`config.mk`:
```
export PLATFORM = sky130hd
export DESIGN_NAME = sst_ram
export DESIGN_NICKNAME = d
export VERILOG_FILES = /design/src/rtl/sst_ram.sv
export SDC_FILE = /design/constraint.sdc
export NUM_CORES = 1
export LEC_CHECK = 0
export BUFFER_PORTS_ARGS = -buffer_cell sky130_fd_sc_hd__buf_2
export CAP_MARGIN = 25
export CELL_PAD_IN_SITES_DETAIL_PLACEMENT = 1
export CELL_PAD_IN_SITES_GLOBAL_PLACEMENT = 1
export CORE_ASPECT_RATIO = 0.75
export CORE_UTILIZATION = 25
export CTS_BUF_LIST = sky130_fd_sc_hd__clkbuf_8 sky130_fd_sc_hd__clkbuf_16
export CTS_CLUSTER_DIAMETER = 40
export DETAILED_ROUTE_END_ITERATION = 12
export GPL_TIMING_DRIVEN = 0
export PLACE_DENSITY = 0.55
export SLEW_MARGIN = 20
export SYNTH_ARGS = -nofsm -noshare
export SYNTH_HDL_FRONTEND = slang
export SYNTH_SLANG_ARGS = --single-unit
```
`constraint.sdc`:
```
create_clock -name clk -period 2.6 [get_ports clk]
set_clock_uncertainty 0.2 [all_clocks]
set_input_delay 0.52 -clock clk [delete_from_list [all_inputs] [get_ports clk]]
set_output_delay 0.52 -clock clk [all_outputs]
set_load 0.005 [all_outputs]
```
`src/rtl/sst_ram.sv`:
```
module sst_ram #(
    parameter int WIDTH = 8,
    parameter int DEPTH = 16
) (
    input  logic                     clk,
    input  logic                     we,
    input  logic [$clog2(DEPTH)-1:0] waddr,
    input  logic [WIDTH-1:0]         wdata,
    input  logic [$clog2(DEPTH)-1:0] raddr,
    output logic [WIDTH-1:0]         rdata
);

    logic [WIDTH-1:0] mem_reg [DEPTH];
    logic [WIDTH-1:0] rdata_reg;

    // one write port, one registered read port
    always_ff @(posedge clk)
    begin
        if (we)
        begin
            mem_reg[waddr] <= wdata;
        end
        rdata_reg <= mem_reg[raddr];
    end

    assign rdata = rdata_reg;

endmodule

```
# Word-level counts from Yosys, hierarchy flattened
# Memory sizes are Yosys's and may differ from the RTL's. A register that Yosys moved wholly into a read port is not among the register bits.
# Index checks and enable logic that the tools add are counted.
word_totals:
  reg_bits: 0
  ramBits: 128
  input_bits: 18
  output_inout_bits: 8
  wordCells: 3
  mem_count: 1
op_classes:
  mux: 2
memory_table:
  columns: ["name", "depth", "width", "rd", "rd_ports_with_merged_regs", "wr", "line", "source"]
  rows:
  - ["mem_reg", 16, 8, 1, 1, 1, "13", "logic [WIDTH-1:0] mem_reg [DEPTH];"]
ops:
  columns: ["op", "count"]
  rows:
  - ["$mux 1", 2]

# Longest topological paths before layout
depth:
  word_depth: 2
  ltp_mapped: 5
  mapped_depth_nobuf: 3

# Worst setup path after synthesis
# No wires, ideal clock.
synth_path:
  path_kind: "in2reg"
  from: "in waddr[2]"
  to: "mem mem_reg[0][0], enable pin"
  setup_ps: 383
  arrival_time_ps: 1630
  t_required_ps: 2017
  slack_ps: 387
  cell_stages: 2
  n_path_buf: 0
  cell_sequence: "or3b_2 nor3_1"
synth_lines:
  columns: ["item", "line", "source"]
  rows:
  - ["start, declared", "7", "input logic [$clog2(DEPTH)-1:0] waddr,"]
  - ["end, declared", "13", null]
# Straight into the memory's write port.

# Worst setup path after layout
layout_path:
  from: "in waddr[2]"
  to: "mem mem_reg[2][4], enable pin"
# Straight into the memory's write port.

==> results.json <==
{
  "worstMarginPinSlew_ns": 0.885,
  "design_area_um2": 6220,
  "cts_tree": "built",
  "finalCoreUtilization_pct": 30.8,
  "yosysUniqueCellTypes": 19,
  "layout-drive-gt1-share_pct": 31.1,
  "hold_path_class": "in -> reg",
  "chipHeight_um": 126,
  "rsz0062_at_grt": "false",
  "stdcell_count": 544,
  "fmax_ghz": 0.487,
  "dp.final_hpwl_um": 7510,
  "synth_warnings": 0,
  "core_um2": 20200,
  "seq_power_share_pct": 47.9,
  "post-route-min-period_ns": 2.05,
  "hold_buffers": 0,
  "cts.sinks": 136,
  "clock_path_buffers": 2,
  "cts_root_buf": "clkbuf_16",
  "start_util_pct": 25.5,
  "p_sw_share_pct": 21.1,
  "largest_register_ffs": 128,
  "grt_antenna_before_repair": 0,
  "clk_pin_slew_worst_paths_ns": 0.06,
  "first_global_vias": 2568,
  "area_growth_pct": 20.9,
  "grt_overflow": 0,
  "numCtsBuffers": 17,
  "r2r_start": "mem_reg[4][0]",
  "syn-instance-count": 229,
  "cpPeakStageDelay_ns": 0.70,
  "peakVddDrop_mv": 0.527,
  "grt_pass1_wl_um": 17300,
  "synth_seq_cells": 136,
  "antenna_cells": 0,
  "wire_per_inst_um": 21.2,
  "p_leak_nw": 2.03,
  "end_kind": "flip-flop",
  "rows": 45,
  "grt.total_usage_pct": 11.9,
  "p_clk_share_pct": 47.4,
  "timing.hold.ws_ns": 0.313,
  "gp_congestion": 0.691,
  "ioPinCount": 26,
  "cp_max_fo": 8,
  "slew_viol_final": 0,
  "avgViaCountPerCell": 4.39,
  "slew_headroom_pct": 40.8,
  "die_x_um": 168,
  "place_inst": 512,
  "pwr-share-comb_pct": 4.8,
  "syn-num-nets": 247,
  "synth_area_um2": 5150,
  "cts_max_level": 4,
  "drv_cap": 0,
  "finalCritPeriodShare_pct": 78.9,
  "worstHoldStart": "wdata[7]",
  "die_area_um2": 21200,
  "power.internal_w": 0.00406,
  "nets": 291,
  "finalSetupViolCount": 0,
  "post_cts_resized": 0,
  "postPlaceCellArea_um2": 5620,
  "cts_setup_buffers": 0,
  "drc": 0,
  "postRouteAntennaNets": 0,
  "status": "completed",
  "drtIter0Drc": 193,
  "clock_latency_ns": 0.42,
  "required_ns": 2.44,
  "crit_slowest_cell": "nor2_1",
  "routed_wl_um": 11500,
  "p_switching_w": 0.00109,
  "numPortBuffers": 24,
  "powerDensity_nw_per_um2": 827,
  "syn_avg_cell_area_um2": 22.5,
  "cp_cell_sequence": "buf_2, or3b_2, nor2_1",
  "vias": 2389,
  "grt_max_degree": 17,
  "first_pass_iters": 4,
  "finalHoldViolCount": 0,
  "startpoint_type": "input port",
  "crit_arrival_ns": 1.89,
  "crit_start": "waddr[2]",
  "criticalPathCategory": "in -> reg",
  "ys_seq_area_share_pct": 77.8
}
[Yosys cell counts, drive strengths merged]
library cell / count / area [µm²]
mux4: 32 / 773
nand2b: 2 / 12.5
or3b: 1 / 8.76
dfxtp: 8 / 160
a22oi: 16 / 120
nand2: 9 / 33.8
edfxtp: 128 / 3840
and2: 1 / 6.26
nand3b: 2 / 15.0
nor2b: 1 / 6.26
buf: 7 / 56.3
clkdlybuf4s25: 3 / 30.0
nor2: 13 / 48.8
and2b: 1 / 7.51
nand3: 1 / 5.00
nor3: 4 / 20.0
[logic make-up (layout without fill, tap and decap cells)]
family | count (synthesis) | in the layout | share of synthesized area (%)
simple gates | 35 | 35 | 3.18
mux | 32 | 32 | 15.0
compound gates | 16 | 16 | 2.33
flops | 136 | 136 | 77.8
buf+inv | 10 | 67 | 1.68
[metrics by stage]
step                      TNS [ns]  worst slack, ns  power [W]
after floorplan                  0            0.387    0.00263
after global placement       -4.06           -0.341    0.00275
after CTS                        0            0.523    0.00521
after global routing             0            0.422    0.00532
final                            0            0.547    0.00515
after detailed placement         0           0.0830    0.00276
[per-layer routing]
metal	track usage, %	up-vias	part of all wire (%)
li1	-	1065	-
met3	3.49	5	4.9
met1	17.9	1264	51
met4	3.08	0	0.38
met2	16.4	55	44
met5	0	-	0
[cell type report]
type,count,area [µm²]
plain buffers,10,86.3
clock buffers,17,425
clock inverters,15,178
fillers,2023,14000
multi-input cells,83,1080
flip-flops and latches,136,4000
well taps,258,323
repair buffers,25,128
[worst paths after layout]
check,slack (ns),cells after the start,to
min reg2reg,0.49,3,rdata[1]
max reg2reg,0.92,3,rdata[0]
max,0.55,3,mem_reg[2][4]
min,0.31,1,mem_reg[10][7]
[placed cells by master, fill, tap and decap left out]
cell / n
clkinv_1: 1
clkinvlp_4: 4
dfxtp_1: 8
clkinv_2: 2
clkbuf_16: 17
and2_1: 1
nor2_1: 13
buf_2: 27
buf_4: 2
nand3_1: 1
or3b_2: 1
nand2_1: 9
nand3b_1: 2
buf_6: 3
and2b_1: 1
edfxtp_1: 128
nor3_2: 4
mux4_1: 14
mux4_2: 18
a22oi_1: 16
inv_6: 2
clkdlybuf4s25_2: 3
nand2b_1: 2
bufinv_16: 3
nor2b_1: 1
clkinv_4: 3
[worst max-delay path, delay by kind of cell]
family        cells  cell delay, ns
simple gates      2            1.24
buf+inv           1            0.11
[power by group through the flow]
| stage | Sequential (W) | Combinational [W] | Clock (W) |
|---|---|---|---|
| floorplan | 0.00251 | 0.000124 | 0 |
| global placement | 0.00251 | 0.000242 | 0 |
| detailed placement | 0.00251 | 0.000251 | 0 |
| CTS | 0.00246 | 0.000252 | 0.00249 |
| global route | 0.00247 | 0.000269 | 0.00258 |
| finish | 0.00246 | 0.000245 | 0.00244 |
Note: power is estimated with default switching activity, not from simulation.
