## src/rtl/sst_pkg.sv

```systemverilog
package sst_pkg;

    // capacity and field widths
    localparam int MAX_ENTRIES = 64;
    localparam int FIELD_BITS  = 24;
    localparam int VALUE_BITS  = 64;
    localparam int SLOT_BITS   = $clog2(MAX_ENTRIES);
    localparam int COUNT_BITS  = $clog2(MAX_ENTRIES + 1);
    localparam int KEY_BITS    = 2 * FIELD_BITS;

    // one matrix entry
    typedef struct packed {
        logic [FIELD_BITS-1:0] row;
        logic [FIELD_BITS-1:0] col;
        logic [VALUE_BITS-1:0] value;
    } entry_t;

    localparam int ENTRY_BITS = $bits(entry_t);

    // what one cell shows its neighbors
    typedef struct packed {
        logic   valid;
        logic   greater;
        entry_t entry;
    } link_t;

    typedef enum logic [1:0] {
        ST_LOAD,
        ST_FEED,
        ST_DRAIN
    } state_t;

    // sort key: primary field in the upper half
    function automatic logic [KEY_BITS-1:0] sort_key(input entry_t e, input logic by_col);
        logic [KEY_BITS-1:0] k;
        if (by_col)
        begin
            k = {e.col, e.row};
        end
        else
        begin
            k = {e.row, e.col};
        end
        return k;
    endfunction

endpackage

```

## src/rtl/sst_cell.sv

```systemverilog
module sst_cell (
    input  logic            clk,
    input  logic            rst_n,
    input  logic            by_col,
    input  logic            insert,
    input  logic            shift,
    input  sst_pkg::entry_t new_entry,
    input  sst_pkg::link_t  prev_link,
    input  sst_pkg::link_t  next_link,
    output sst_pkg::link_t  link
);
    import sst_pkg::*;

    logic   valid_reg;
    logic   valid_next;
    entry_t entry_reg;
    entry_t entry_next;
    logic   greater;

    // held entry sorts after the one being inserted
    assign greater = valid_reg
                   && (sort_key(entry_reg, by_col) > sort_key(new_entry, by_col));

    // insert moves toward the tail, drain moves toward the head
    always_comb
    begin
        valid_next = valid_reg;
        entry_next = entry_reg;
        if (insert)
        begin
            if (prev_link.greater)
            begin
                valid_next = 1'b1;
                entry_next = prev_link.entry;
            end
            else if (prev_link.valid && (greater || !valid_reg))
            begin
                valid_next = 1'b1;
                entry_next = new_entry;
            end
        end
        else if (shift)
        begin
            valid_next = next_link.valid;
            entry_next = next_link.entry;
        end
    end

    always_ff @(posedge clk or negedge rst_n)
    begin
        if (!rst_n)
        begin
            valid_reg <= 1'b0;
        end
        else
        begin
            valid_reg <= valid_next;
        end
    end

    always_ff @(posedge clk)
    begin
        entry_reg <= entry_next;
    end

    assign link.valid   = valid_reg;
    assign link.greater = greater;
    assign link.entry   = entry_reg;

endmodule

```

## config.mk

```make
export PLATFORM = sky130hd
export DESIGN_NAME = sst_cell
export DESIGN_NICKNAME = d
export VERILOG_FILES = /design/src/rtl/sst_pkg.sv /design/src/rtl/sst_cell.sv
export SDC_FILE = /design/constraint.sdc
export NUM_CORES = 1
export LEC_CHECK = 0
export BUFFER_PORTS_ARGS = -buffer_cell sky130_fd_sc_hd__buf_2
export CAP_MARGIN = 20
export CORE_AREA = 5 5 174 176
export CTS_BUF_LIST = sky130_fd_sc_hd__clkbuf_16
export DETAILED_ROUTE_END_ITERATION = 8
export DIE_AREA = 0 0 179 181
export MAX_ROUTING_LAYER = met4
export PLACE_DENSITY = 0.61
export SYNTH_ARGS = -nofsm -noshare
export SYNTH_HDL_FRONTEND = slang
export SYNTH_SLANG_ARGS = --single-unit
```

## constraint.sdc

```tcl
create_clock -name clk -period 6.95 [get_ports clk]
set_input_delay 0.3475 -clock clk [delete_from_list [all_inputs] [get_ports clk]]
set_output_delay 0.3475 -clock clk [all_outputs]
set_load 0.02 [all_outputs]
```

**Word level (Yosys, flattened, before mapping)**

Index checks and enable logic that the tools add are counted.

- Output and inout port bits: 114
- Logic and storage cells: 22
- Bits in registers: 113
- Input port bits: 345

- Multiplexer cells: 10
- $lt $le $gt $ge: 1
- Reductions and logical operators: 6
- Equality and inequality tests: 1

Operators with widths:

| operator | number |
|---|---|
| 112-bit two-way mux | 4 |
| 48-bit two-way mux | 2 |
| 48-bit greater-than comparator | 1 |
| 1-bit two-way mux | 4 |
| 3-bit by 1-bit != test with 1-bit output, second input constant | 1 |
| 1-bit logical AND | 2 |
| 2-bit AND reduction | 1 |
| 2-bit nonzero test | 1 |
| 1-bit logical NOT | 1 |
| 1-bit logical OR | 1 |

**Depth between registers and ports, before layout**

Gate-level depths: netlist of the first run.

- Depth after elaboration: 8
- Mapped depth: 13
- Mapped depth without buffers: 9

**Worst setup path after synthesis of the first run**

OpenSTA, ideal clock, no wires.

- Path type: input-to-reg
- From: in by_col
- To: reg entry_reg, in the netlist link[0] (enable)
- Cell stages on the path: 12
- Setup slack: 1.233 ns
- Buffers on the path: 3
- Data required time: 6.459 ns
- Library setup time: 0.491 ns
- Data arrival time: 5.226 ns
- Cell sequence: clkbuf_1 > clkbuf_1 > buf_2 > mux2i_1 > ha_1 > nor2b_4 > o211ai_2 > a2111oi_1 > a211o_1 > a211oi_1 > a31oi_1 > o31a_1

- Cells in the longest elaborated chain, start to end: 7
- Elaborated cells on any way between the ends: 8
- Those cells by class: order compare (1); eq/ne (1); mux (2); reduce/logical (4)

RTL lines:

| element | RTL line | RTL |
|---|---|---|
| start, declared | sst_cell.sv:4 | `input logic by_col,` |
| 48-bit two-way mux | sst_pkg.sv:36 | `if (by_col)` |
| 48-bit greater-than comparator (*) | sst_cell.sv:22 | `&& (sort_key(entry_reg, by_col) > sort_key(new_entry, by_col));` |
| 1-bit logical AND (*) | sst_cell.sv:22 |  |
| 1-bit logical OR (*) | sst_cell.sv:36 | `else if (prev_link.valid && (greater \|\| !valid_reg))` |
| 1-bit logical AND (*) | sst_cell.sv:36 |  |
| 3-bit by 1-bit != test with 1-bit output (no line) (*) | -- |  |
| 2-bit AND reduction (no line) (*) | -- |  |
| end signal, assigned | sst_cell.sv:63 | `entry_reg <= entry_next;` |
| end, declared | sst_cell.sv:16 | `entry_t entry_reg;` |

Mark *: on every way between the ends. The rest lies on a longest branch, timed or not.
A chain may end at the register's enable or synchronous reset.

**Worst setup path in the final report of the first run**

- From: in by_col
- To: reg entry_reg, in the netlist link[80] (enable)

The elaborated chain is that of the path after synthesis.

==> results_dict.tcl, run 1 <==
set metrics [dict create \
    dpl.hpwl_mm 24.11 \
    grt_max_degree 98 \
    worstPathMaxFanout 74 \
    grt_pass1_vias 7431 \
    rsz0062_at_grt "false" \
    dp.cells 1529 \
    synth_flop_cell "edfxtp_1" \
    cts_tree "done" \
    fin_crit_ns 4.648 \
    synthArstFlopShare_pct 0.8850 \
    rows 62 \
    hold_viol_final 0 \
    vdd_drop_max_v 0.0001309 \
    end_kind "flop" \
    postSynthCellCount 732 \
    required_ns 7.00 \
    antenna_found_initial 7 \
    mostFrequentLayoutCell "buf_2" \
    fin_crit_sh_pct 66.87 \
    layout_common_cells "buf_2, mux2i_1, a21oi_1" \
    slew_headroom_pct 31.58 \
    drc_errors 0 \
    place.gp.congestion 0.8598 \
    setup_viol 0 \
    io_buffers 457 \
    p_switching_mw 0.8142 \
    register_area_um2 3388 \
    num_vias 7362 \
    grt_use_total_pct 17.99 \
    grt_pass1_wl_mm 43.22 \
    ys_seq_area_share_pct 43.30 \
    layout.nets 1558 \
    critPathArrivalTime_ns 4.70 \
    ys_seq_elements 113 \
    fillers 2908 \
    cellLeakagePower_nw 5.256 \
    htreeDepth 4 \
    clkPwrFrac_pct 37.3 \
    synth_cell_type_count 32 \
    fin_setup_tns_ns 0 \
    ioPinCount 459 \
    vias_per_cell 4.689 \
    syn_to_final_growth_pct 41.67 \
    final_cells 1570 \
    clock_skew_ns 0.02842 \
    cts_resized 0 \
    overflow 0 \
    postCtsHoldBufs 1 \
    swShare_pct 32.74 \
    die_x_um 179 \
    seqPwrFrac_pct 35.8 \
    clock.fmax_ghz 0.2152 \
    internal_power_mw 1.673 \
    maxSlewViolCount 0 \
    drv_cap 0 \
    combPwrFrac_pct 26.9 \
    core-area_um2 28470 \
    post_drt_wl_per_cell_um 19.10 \
    startpoint_type "input port" \
    cts_buffers 17 \
    clkTransAtPathRegs_ns 0.06 \
    worst_pin_slew_ns 1.026 \
    drtAntennaViolNets 0 \
    die-height_um 181 \
    crit_type "in2reg" \
    worst_hold_path_type "in2reg" \
    first_pass_iters 4 \
    drt_iter0_drc 274 \
    avgSynthCellArea_um2 10.69 \
    drive_above_1_share_pct 46.60 \
    syn_nets 1125 \
    start_util_pct 27.49 \
    root_buffer "clkbuf_16" \
    cts_setup_buffers 0 \
    largest_reg_flops 112 \
    yosys_warnings 0 \
    status "finished, final reports clean" \
    routed_wl_mm 29.98 \
    syn_area_um2 7825 \
    multiInputGateArea_um2 4215 \
    cts_buffer_depth 2 \
    dieArea_um2 32400 \
    clkLatencyLatePin_ns 0.43 \
    synth-edff-count 112 \
    power_density_nw_per_um2 224.4 \
    clock-sinks 113 \
]
[through the flow]
| stage | utilization, % | total power, mW | hold WS (ns) | worst slack, ns | area (um2) |
|---|---|---|---|---|---|
| 4_1_cts | 38.87 | 2.534 | 0.1909 | 2.278 | 11070 |
| 5_1_grt | 38.92 | 2.625 | 0.2299 | 1.937 | 11080 |
| 2_1_floorplan | - | 1.303 | 0.05191 | 1.233 | 7825 |
| 6_report | 38.94 | 2.487 | 0.2075 | 2.302 | 11090 |
| 3_3_place_gp | 36.74 | 1.575 | 0.1235 | 1.924 | 10460 |
| 3_5_place_dp | 36.74 | 1.583 | 0.1241 | 1.808 | 10460 |
[critical path, stage by stage]
cell       delay (ns)
buf_4            0.75
buf_4            0.46
mux2_2           0.38
ha_1             0.29
nand4_1          0.16
a2111oi_1        0.37
a211o_1          0.17
a211oi_1         0.07
a31oi_1          0.42
o31a_2           0.69
buf_4            0.52
[worst paths after layout]
kind	startpoint	end	slack (ns)	cells past startpoint
min in group asynchronous	rst_n	valid_reg	0.25	2
min	next_link[113]	valid_reg	0.21	3
min reg2reg	valid_reg	valid_reg	0.65	2
max reg2reg	link[65]	link[80]	2.96	9
max in group asynchronous	rst_n	valid_reg	6.62	2
max	by_col	link[80]	2.30	11
[synth_stat cells (all sizes together) (5+ instances only)]
master  count  area share (%)
nand2       9            0.43
ha         48             7.7
nor2      123             5.9
buf        16             1.1
o21ai      10            0.64
a211oi      5            0.48
edfxtp    112              43
a21oi     128             8.2
clkbuf     35             1.7
nand4      10            0.80
mux2i     160              20
nand3       5            0.32
mux2       48             6.9
[cells by family after synthesis]
kind of cell | share of synthesized area, %
AND/OR/NAND/NOR | 8.426
adder cells (fa/ha/maj) | 7.675
AO/OA/AOI/OAI | 10.38
buffers and inverters | 2.846
multiplexers | 27.37
flip-flops | 43.30
[power groups by stage]
| stage | clock network, mW | logic, mW | registers [mW] |
|---|---|---|---|
| after floorplan | 0 | 0.303 | 1.00 |
| after global placement | 0 | 0.673 | 0.902 |
| after detailed placement | 0 | 0.679 | 0.904 |
| after CTS | 0.961 | 0.682 | 0.891 |
| after global routing | 0.988 | 0.739 | 0.898 |
| final | 0.927 | 0.669 | 0.890 |
[layout make-up]
type                       count  share of cell area [%]
multi-input combinational    566                   38.02
antenna                        8                  0.1806
clock inverter                15                   1.546
sequential                   113                   30.56
inverter                       2                 0.06772
tap                          384                   4.334
timing repair buffer         465                   21.44
clock buffer                  17                   3.837
[per-layer routing]
layer	GRT usage, %	share of wire [%]	vias to the layer above
li1	-	-	3641
met1	20.44	40	3432
met2	31.59	52	274
met3	5.184	8.0	15
met4	3.408	0.79	0
met5	-	0	-
Note: power is estimated with default switching activity, not from simulation.
==> run 2: changes to the inputs <==
--- a/config.mk
+++ b/config.mk
@@ -7,12 +7,12 @@
 export LEC_CHECK = 0
 export BUFFER_PORTS_ARGS = -buffer_cell sky130_fd_sc_hd__buf_2
 export CAP_MARGIN = 20
-export CORE_AREA = 5 5 174 176
+export CORE_AREA = 5 5 176 178
 export CTS_BUF_LIST = sky130_fd_sc_hd__clkbuf_16
 export DETAILED_ROUTE_END_ITERATION = 8
-export DIE_AREA = 0 0 179 181
+export DIE_AREA = 0 0 181 183
 export MAX_ROUTING_LAYER = met4
-export PLACE_DENSITY = 0.61
+export PLACE_DENSITY = 0.62
 export SYNTH_ARGS = -nofsm -noshare
 export SYNTH_HDL_FRONTEND = slang
 export SYNTH_SLANG_ARGS = --single-unit
==> constraint.sdc (replaced) <==
create_clock -name clk -period 4.1 [get_ports clk]
set_input_delay 0.205 -clock clk [delete_from_list [all_inputs] [get_ports clk]]
set_output_delay 0.205 -clock clk [all_outputs]
set_load 0.02 [all_outputs]
==> run 2 against run 1 <==
Effect of this change:
- final area grew 0.58%
- non-clock buffer count increased by 4
- clock-buffer cell count stayed put
- utilization decreased by 0.81 points
- critical endpoint is now link[90]
- largest cell class unchanged
==> results_dict.tcl, run 2 (synthesized netlist as in run 1, its figures left out) <==
set metrics [dict create \
    status "finished, final reports clean" \
    cts_tree "done" \
    slew_headroom_pct 44.29 \
    start_util_pct 26.76 \
    dp.cells 1539 \
    layout_common_cells "buf_2, mux2i_1, a21oi_1" \
    place.gp.congestion 0.8763 \
    mostFrequentLayoutCell "buf_2" \
    routed_wl_mm 29.21 \
    cts_buffers 17 \
    fin_setup_tns_ns 0 \
    fin_crit_ns 3.550 \
    largest_reg_flops 112 \
    cellLeakagePower_nw 5.288 \
    cts_buffer_depth 2 \
    pre_cts_ws_ns 0.1274 \
    post_drt_wl_per_cell_um 18.47 \
    required_ns 4.20 \
    grt_pass1_vias 7501 \
    hold_viol_final 0 \
    rsz0062_at_grt "false" \
    startpoint_type "flop" \
    drv_cap 0 \
    min_path_cells 3 \
    dieArea_um2 33120 \
    end_kind "flop" \
    cts_resized 0 \
    crit_type "reg2reg" \
    grt_pass1_wl_mm 42.66 \
    clock_skew_ns 0.01499 \
    grt_max_degree 87 \
    power_density_nw_per_um2 368.0 \
    io_buffers 457 \
    ioPinCount 459 \
    vias_per_cell 4.633 \
    critPathArrivalTime_ns 3.65 \
    drive_above_1_share_pct 46.53 \
    worst_hold_path_type "in2reg" \
    multiInputGateArea_um2 4223 \
    drtAntennaViolNets 0 \
    clkTransAtPathRegs_ns 0.06 \
    layout_setup_ws_ns 0.5497 \
    drc_errors 0 \
    fillers 2974 \
    htreeDepth 4 \
    antenna_found_initial 11 \
    grt_use_total_pct 17.20 \
    overflow 0 \
    die-height_um 183 \
    syn_to_final_growth_pct 42.48 \
    clock.fmax_ghz 0.2817 \
    num_vias 7330 \
    worst_pin_slew_ns 0.8357 \
    register_area_um2 3388 \
    fin_crit_sh_pct 86.59 \
    drt_iter0_drc 257 \
    r2r_cells 9 \
    worstPathMaxFanout 49 \
    core-area_um2 29240 \
    clock-sinks 113 \
    root_buffer "clkbuf_16" \
    rows 63 \
    layout.nets 1562 \
    dpl.hpwl_mm 23.88 \
    first_pass_iters 4 \
    maxSlewViolCount 0 \
    vdd_drop_max_v 0.0002447 \
    die_x_um 181 \
    setup_viol 0 \
    final_cells 1582 \
    clkLatencyLatePin_ns 0.43 \
]
## run 2: cell types whose count changed in the layout (fill, tap and decap cells not counted), sizes merged
cell	before	now
buf	464	468
clkinv	2	8
diode	8	10
inv	10	4
## run 2: power breakdown
| group | leakage [nW] | internal [mW] | switching, mW | total [mW] |
|---|---|---|---|---|
| sequential | 1.10 | 1.45 | 0.0669 | 1.51 |
| clock | 0.279 | 0.887 | 0.569 | 1.46 |
| combinational | 3.91 | 0.482 | 0.651 | 1.13 |
## run 2: per-stage QoR
stage	hold WS (ns)	utilization, %	total power, mW	instance area [um2]
3_3_place_gp	-0.01904	36.05	2.680	10540
5_1_grt	0.06021	38.13	4.331	11150
3_5_place_dp	-0.01956	36.05	2.689	10540
4_1_cts	0.02682	38.04	4.171	11120
2_1_floorplan	-0.09059	-	2.200	7834
6_report	0.05557	38.13	4.103	11150
## run 2: final timing paths
| check | start | endpoint | slack (ns) |
|---|---|---|---|
| setup reg to reg | link[64] | link[90] | 0.55 |
| setup / recovery | link[64] | link[90] | 0.55 |
| hold reg to reg | valid_reg | valid_reg | 0.63 |
| max in group asynchronous | rst_n | valid_reg | 3.93 |
| hold / removal | next_link[113] | valid_reg | 0.06 |
| min in group asynchronous | rst_n | valid_reg | 0.09 |
## run 2: area by class of cell
type / count / share of cell area, %
inverters: 2 / 0.06733
clock buffers: 17 / 3.816
clock inverters: 15 / 1.324
diodes: 10 / 0.2244
well taps: 390 / 4.377
multi-input cells: 566 / 37.87
flip-flops and latches: 113 / 30.39
repair buffers: 469 / 21.93
## run 2: worst max-delay path, stage by stage, from the launching register on
cell	delay (ns)
edfxtp_1	0.49
mux2_2	0.31
ha_1	0.28
and4_1	0.18
nand3_1	0.14
nor4_1	0.44
nand3_1	0.14
a31oi_1	0.47
o31a_4	0.42
buf_12	0.29
## run 2: timing repair
item	4_1_cts	5_1_grt
hold endpoints to repair	1	0
endpoints found under the setup margin	0	0
hold buffers	1	0
setup buffers	0	0
## run 2: routing by layer
layer | track usage [%] | share of wire, % | up-vias
met2 | 29.85 | 51 | 293
met1 | 18.69 | 39 | 3370
li1 | - | - | 3641
met5 | - | 0 | -
met3 | 6.109 | 8.3 | 26
met4 | 5.044 | 1.5 | 0
